--- config.mk ---
export PLATFORM = sky130hd
export DESIGN_NAME = stetp_scan
export DESIGN_NICKNAME = d
export VERILOG_FILES = /design/src/design/stetp_pkg.sv /design/src/design/stetp_scan.sv
export SDC_FILE = /design/constraint.sdc
export NUM_CORES = 1
export LEC_CHECK = 0
export BUFFER_PORTS_ARGS = -buffer_cell sky130_fd_sc_hd__buf_2
export CORE_AREA = 2 2 223 225
export CTS_BUF_LIST = sky130_fd_sc_hd__clkbuf_16
export CTS_CLUSTER_SIZE = 28
export DETAILED_ROUTE_END_ITERATION = 10
export DIE_AREA = 0 0 225 227
export SLEW_MARGIN = 20
export SYNTH_ARGS = -nofsm -noshare
export SYNTH_HDL_FRONTEND = slang
export SYNTH_SLANG_ARGS = --single-unit
--- constraint.sdc ---
create_clock -name clock -period 15 [get_ports clock]
set_input_delay 2.25 -clock clock [delete_from_list [all_inputs] [get_ports clock]]
set_output_delay 2.25 -clock clock [all_outputs]
set_load 0.05 [all_outputs]
--- src/design/stetp_pkg.sv ---
`default_nettype none

package stetp_pkg;

   localparam int unsigned TABLE_DEPTH = 256;
   localparam int unsigned LIMIT_W = 9;
   localparam logic [LIMIT_W-1:0] LIMIT_RESET = 9'd240;

   typedef enum logic [1:0] {
      ST_PAIRED    = 2'd0,
      ST_PENDING   = 2'd1,
      ST_DUPLICATE = 2'd2,
      ST_REJECTED  = 2'd3
   } status_type;

   typedef enum logic [2:0] {
      S_IDLE   = 3'd0,
      S_CHECK  = 3'd1,
      S_SCAN   = 3'd2,
      S_DECIDE = 3'd3,
      S_DONE   = 3'd4,
      S_CLEAR  = 3'd5,
      S_EVICT  = 3'd6
   } state_type;

   typedef struct packed {
      logic        kind;
      logic [63:0] frame_seq;
      logic [63:0] sdk_stamp;
      logic [63:0] payload_stamp;
   } req_type;

   typedef struct packed {
      status_type  status;
      logic [63:0] pair_stamp;
      logic [63:0] left_frame_seq;
      logic [63:0] right_frame_seq;
      logic        evicted;
      logic [63:0] evicted_stamp;
      logic [63:0] evicted_seq;
   } rsp_type;

   typedef struct packed {
      logic        valid;
      logic [63:0] stamp;
      logic [63:0] seq;
   } entry_type;

   typedef struct packed {
      logic hit_oth;
      logic hit_own;
      logic free_found;
      logic min_found;
   } scan_flags_type;

endpackage

`default_nettype wire

--- src/design/stetp_scan.sv ---
`default_nettype none

module stetp_scan #(
   parameter int unsigned SLOTS = stetp_pkg::TABLE_DEPTH + 1,
   localparam int unsigned AW = $clog2(SLOTS)
) (
   input  wire logic                  clock,
   input  wire logic                  reset,
   input  wire logic                  clear,
   input  wire logic                  chk,
   input  wire logic [AW-1:0]         chk_idx,
   input  wire logic [63:0]           key,
   input  wire stetp_pkg::entry_type  oth_entry,
   input  wire logic                  oth_valid,
   input  wire stetp_pkg::entry_type  own_entry,
   input  wire logic                  own_valid,
   output stetp_pkg::scan_flags_type  flags,
   output logic [AW-1:0]              oth_slot,
   output logic [63:0]                oth_seq,
   output logic [AW-1:0]              own_slot,
   output logic [AW-1:0]              free_slot,
   output logic [AW-1:0]              min_slot,
   output logic [63:0]                min_stamp,
   output logic [63:0]                min_seq
);

   stetp_pkg::scan_flags_type flags_ff, flags_in;
   logic [AW-1:0] oth_slot_ff, oth_slot_in;
   logic [63:0]   oth_seq_ff, oth_seq_in;
   logic [AW-1:0] own_slot_ff, own_slot_in;
   logic [AW-1:0] free_slot_ff, free_slot_in;
   logic [AW-1:0] min_slot_ff, min_slot_in;
   logic [63:0]   min_stamp_ff, min_stamp_in;
   logic [63:0]   min_seq_ff, min_seq_in;

   always_comb begin
      flags_in     = flags_ff;
      oth_slot_in  = oth_slot_ff;
      oth_seq_in   = oth_seq_ff;
      own_slot_in  = own_slot_ff;
      free_slot_in = free_slot_ff;
      min_slot_in  = min_slot_ff;
      min_stamp_in = min_stamp_ff;
      min_seq_in   = min_seq_ff;
      if (clear) begin
         flags_in = '0;
      end else if (chk) begin
         if (oth_valid && (oth_entry.stamp == key) && !flags_ff.hit_oth) begin
            flags_in.hit_oth = 1'b1;
            oth_slot_in      = chk_idx;
            oth_seq_in       = oth_entry.seq;
         end
         if (own_valid && (own_entry.stamp == key)) begin
            flags_in.hit_own = 1'b1;
            own_slot_in      = chk_idx;
         end
         if (!own_valid && !flags_ff.free_found) begin
            flags_in.free_found = 1'b1;
            free_slot_in        = chk_idx;
         end
         if (own_valid && (!flags_ff.min_found || (own_entry.stamp < min_stamp_ff))) begin
            flags_in.min_found = 1'b1;
            min_slot_in        = chk_idx;
            min_stamp_in       = own_entry.stamp;
            min_seq_in         = own_entry.seq;
         end
      end
   end

   always_ff @(posedge clock) begin
      if (reset) begin
         flags_ff <= '0;
      end else begin
         flags_ff <= flags_in;
      end
   end

   always_ff @(posedge clock) begin
      oth_slot_ff  <= oth_slot_in;
      oth_seq_ff   <= oth_seq_in;
      own_slot_ff  <= own_slot_in;
      free_slot_ff <= free_slot_in;
      min_slot_ff  <= min_slot_in;
      min_stamp_ff <= min_stamp_in;
      min_seq_ff   <= min_seq_in;
   end

   assign flags     = flags_ff;
   assign oth_slot  = oth_slot_ff;
   assign oth_seq   = oth_seq_ff;
   assign own_slot  = own_slot_ff;
   assign free_slot = free_slot_ff;
   assign min_slot  = min_slot_ff;
   assign min_stamp = min_stamp_ff;
   assign min_seq   = min_seq_ff;

endmodule

`default_nettype wire

==> summary.md <==
• status: finished clean
• xor/xnor share of the synthesized area: 0.0877
• Sinks on Clock Net: 232
• synth-to-layout area growth: 46.0%
• antenna-violating nets left: 0
• num rows: 81
• post-synthesis area per instance: 15.2 sq um
• area enclosed by the die boundary: 51100 sq um
• RD Place Congestion: 0.910
• primary flip-flop cell chosen by synthesis mapping: edfxtp_1
• fraction of post-synthesis cell area in the top cell type by area: 0.679
• class of the tightest hold or removal check: register to register
• top cells by instance count after synthesis: edfxtp_1, inv_1, ha_1, xor2_1, xnor2_1
• required time of the critical path: 15170 ps
• violation count after the first detailed-routing iteration: 274
• via count of the first global-routing pass: 8399
• iteration count of the initial detailed-routing pass: 4
• total CTS buffers: 29
• Crit Path Category: input port to register
• clock transition at the registers of the reported paths: 60 ps
• final-layout fill cell count: 4960
• number of distinct library cells after synthesis: 45
• logic depth of the worst register-to-register path: 9
• Fmax: 179 MHz
• maximum count of clock buffers along a single path: 3
• setup repair after global routing missed its margin: false
• Syn Std Cell Area: 10100 sq um
• cell depth of the worst hold path: 2
• fraction of the core area covered by cells at the end of the flow: 0.303
• Leakage: 6.50 nW
• crit-path max FO: 67
• wirelength, routed: 44.8 mm
• final setup violation count: 0
• Max-Cap Viols: 0
• Clock H-tree levels: 1
• overall die height: 227 um
• adder-cell share of the synthesized area: 0.0782
• combined area of the multi-input logic cells: 2830 sq um
• top area cells in the synthesized netlist: edfxtp_1, ha_1, xor2_1, xnor2_1, inv_1
• maximum clock skew at final layout: 14.3 ps
• global-route usage over all layers: 0.168
• Synthesis Warnings: 0
• worst supply voltage drop on vdd: 0.0697 mV
• post-synthesis compound-gate area fraction: 0.0573
• die outline width: 225 um
• sequential share of the synthesized area: 0.687
• Worst-Skew Late Latency: 560 ps
• cell at the root of the clock tree: clkbuf_16
• Final Net Count: 1666
• largest net degree at the start of global routing: 74
• Post-CTS Setup Bufs: 0
• largest family of logic cells by synthesized area: XOR/XNOR gates
• time the worst path needs with I/O delays and setup: 5580 ps
• total number of vias: 8021
• routed wire length per instance: 23.4 um
• library cell with the highest instance count after synthesis: edfxtp_1
• fraction of final layout cells with drive strength greater than 1: 0.484
• Cells after Synth: 664
• final-layout setup total negative slack: 0 ps
• Detail Placement HPWL: 37.9 mm
• initial antenna violation count: 6
• initial standard-cell utilization of the core: 0.208
• number of max-slew violations in the final report: 0
• number of nets produced by synthesis: 1064
• Final period util: 0.372
• Port-buffer cells: 566
• global-route wire length before repair: 59.9 mm
• portion of netlist area occupied by mux cells: 0
• number of remaining DRC errors: 0
• CP startpoint kind: input port
• placed cell count: 1857
• Least-Margin Pin Slew: 1030 ps
• CP arrival: 5740 ps
• number of non-filler instances in the completed layout: 1912
• core area: 48500 sq um
• cts hold-fix bufs: 0
• Synth async-reset ratio: 0
• simple-gate portion of the synthesized area: 0.0547
• CTS tree: done
• Final Hold Viols: 0
• grt total ovfl: 0
• remaining max-slew budget at the tightest pin: 0.307
• sequential cell area: 6930 sq um
• routed vias/inst: 4.20
• number of flops mapped to enable cells by yosys: 228
• post-cts gate resize count: 0
• power density normalized to cell area: 115 nW/um^2
• number of top-level pins: 569
• kind of end point of the critical path: register
• library cell occupying the most area in the post-synthesis netlist: edfxtp_1
• Seq cells post-synth: 232
-- area by class of cell --
cell class / instances / share of cell area
Clock inverter: 22 / 0.0151
Clock buffer: 29 / 0.0493
Multi-Input combinational cell: 339 / 0.192
Tap cell: 622 / 0.0529
Inverter: 92 / 0.0235
Antenna cell: 4 / 0.000680
Timing Repair Buffer: 572 / 0.196
Sequential cell: 232 / 0.471
-- power by group --
part / switching [mW] / internal (mW) / leakage, nW
registers: 0.00691 / 0.736 / 2.12
clock network: 0.289 / 0.420 / 0.479
logic: 0.167 / 0.0788 / 3.90
total: 0.463 / 1.24 / 6.50
-- metrics by stage --
stage          setup WS, ps  area (sq um)  power, mW  hold WS, ps
6_report               9420         14700       1.70          443
3_3_place_gp           8850         13800       1.00          438
4_1_cts                9360         14700       1.73          451
3_5_place_dp           8760         13800       1.01          440
5_1_grt                9150         14700       1.76          480
2_1_floorplan           783         10100      0.892          662
-- logic make-up after synthesis --
family	Yosys count
DFF	232
xor gates and xnor gates	101
buffers and inverters	93
and+or+nand+nor	93
AOI/OAI and AO/OA	82
adders and majority gates	63
-- critical path: stages --
cell	delay [ps]
buf_2	130
ha_1	330
a2111oi_0	400
o21ai_0	200
nor4_1	520
a31oi_1	240
a211oi_4	230
buf_4	550
buf_4	800
-- cell usage in the layout (no fill, tap or decap), drive strengths merged, types with 5 or more instances in the layout --
cell type / netlist / layout
a2111oi: 5 / 5
a21o: 11 / 11
a21oi: 21 / 21
buf: 1 / 572
clkbuf: 0 / 29
clkinv: 0 / 10
edfxtp: 228 / 228
ha: 63 / 63
inv: 92 / 98
nand2: 14 / 14
nand3: 9 / 9
nand4: 22 / 22
nor2: 6 / 6
nor3: 6 / 6
nor4: 21 / 21
o21ai: 5 / 5
o22ai: 8 / 8
xnor2: 46 / 46
xor2: 55 / 55
-- state kept, by name, summed over array words and instances (netlist names) --
signal	flops
flags	4
own_slot	9
free_slot	9
min_stamp	64
oth_slot	9
oth_seq	64
min_slot	9
min_seq	64
-- path summary, 6_finish.rpt --
kind / start / end / slack, ps
max: own_entry[127] / min_seq[44] / 9420
min: flags[2] / flags[2] / 440
max reg2reg: min_stamp[63] / min_seq[44] / 10870
min reg2reg: flags[2] / flags[2] / 440
-- routing by layer --
layer | up-vias | track usage | part of all wire
li1 | 3692 | - | -
met1 | 3829 | 0.188 | 0.38
met2 | 430 | 0.315 | 0.52
met3 | 68 | 0.0383 | 0.075
met4 | 2 | 0.0551 | 0.029
met5 | - | 0 | 0.00029
(Power assumes the default switching activity.)
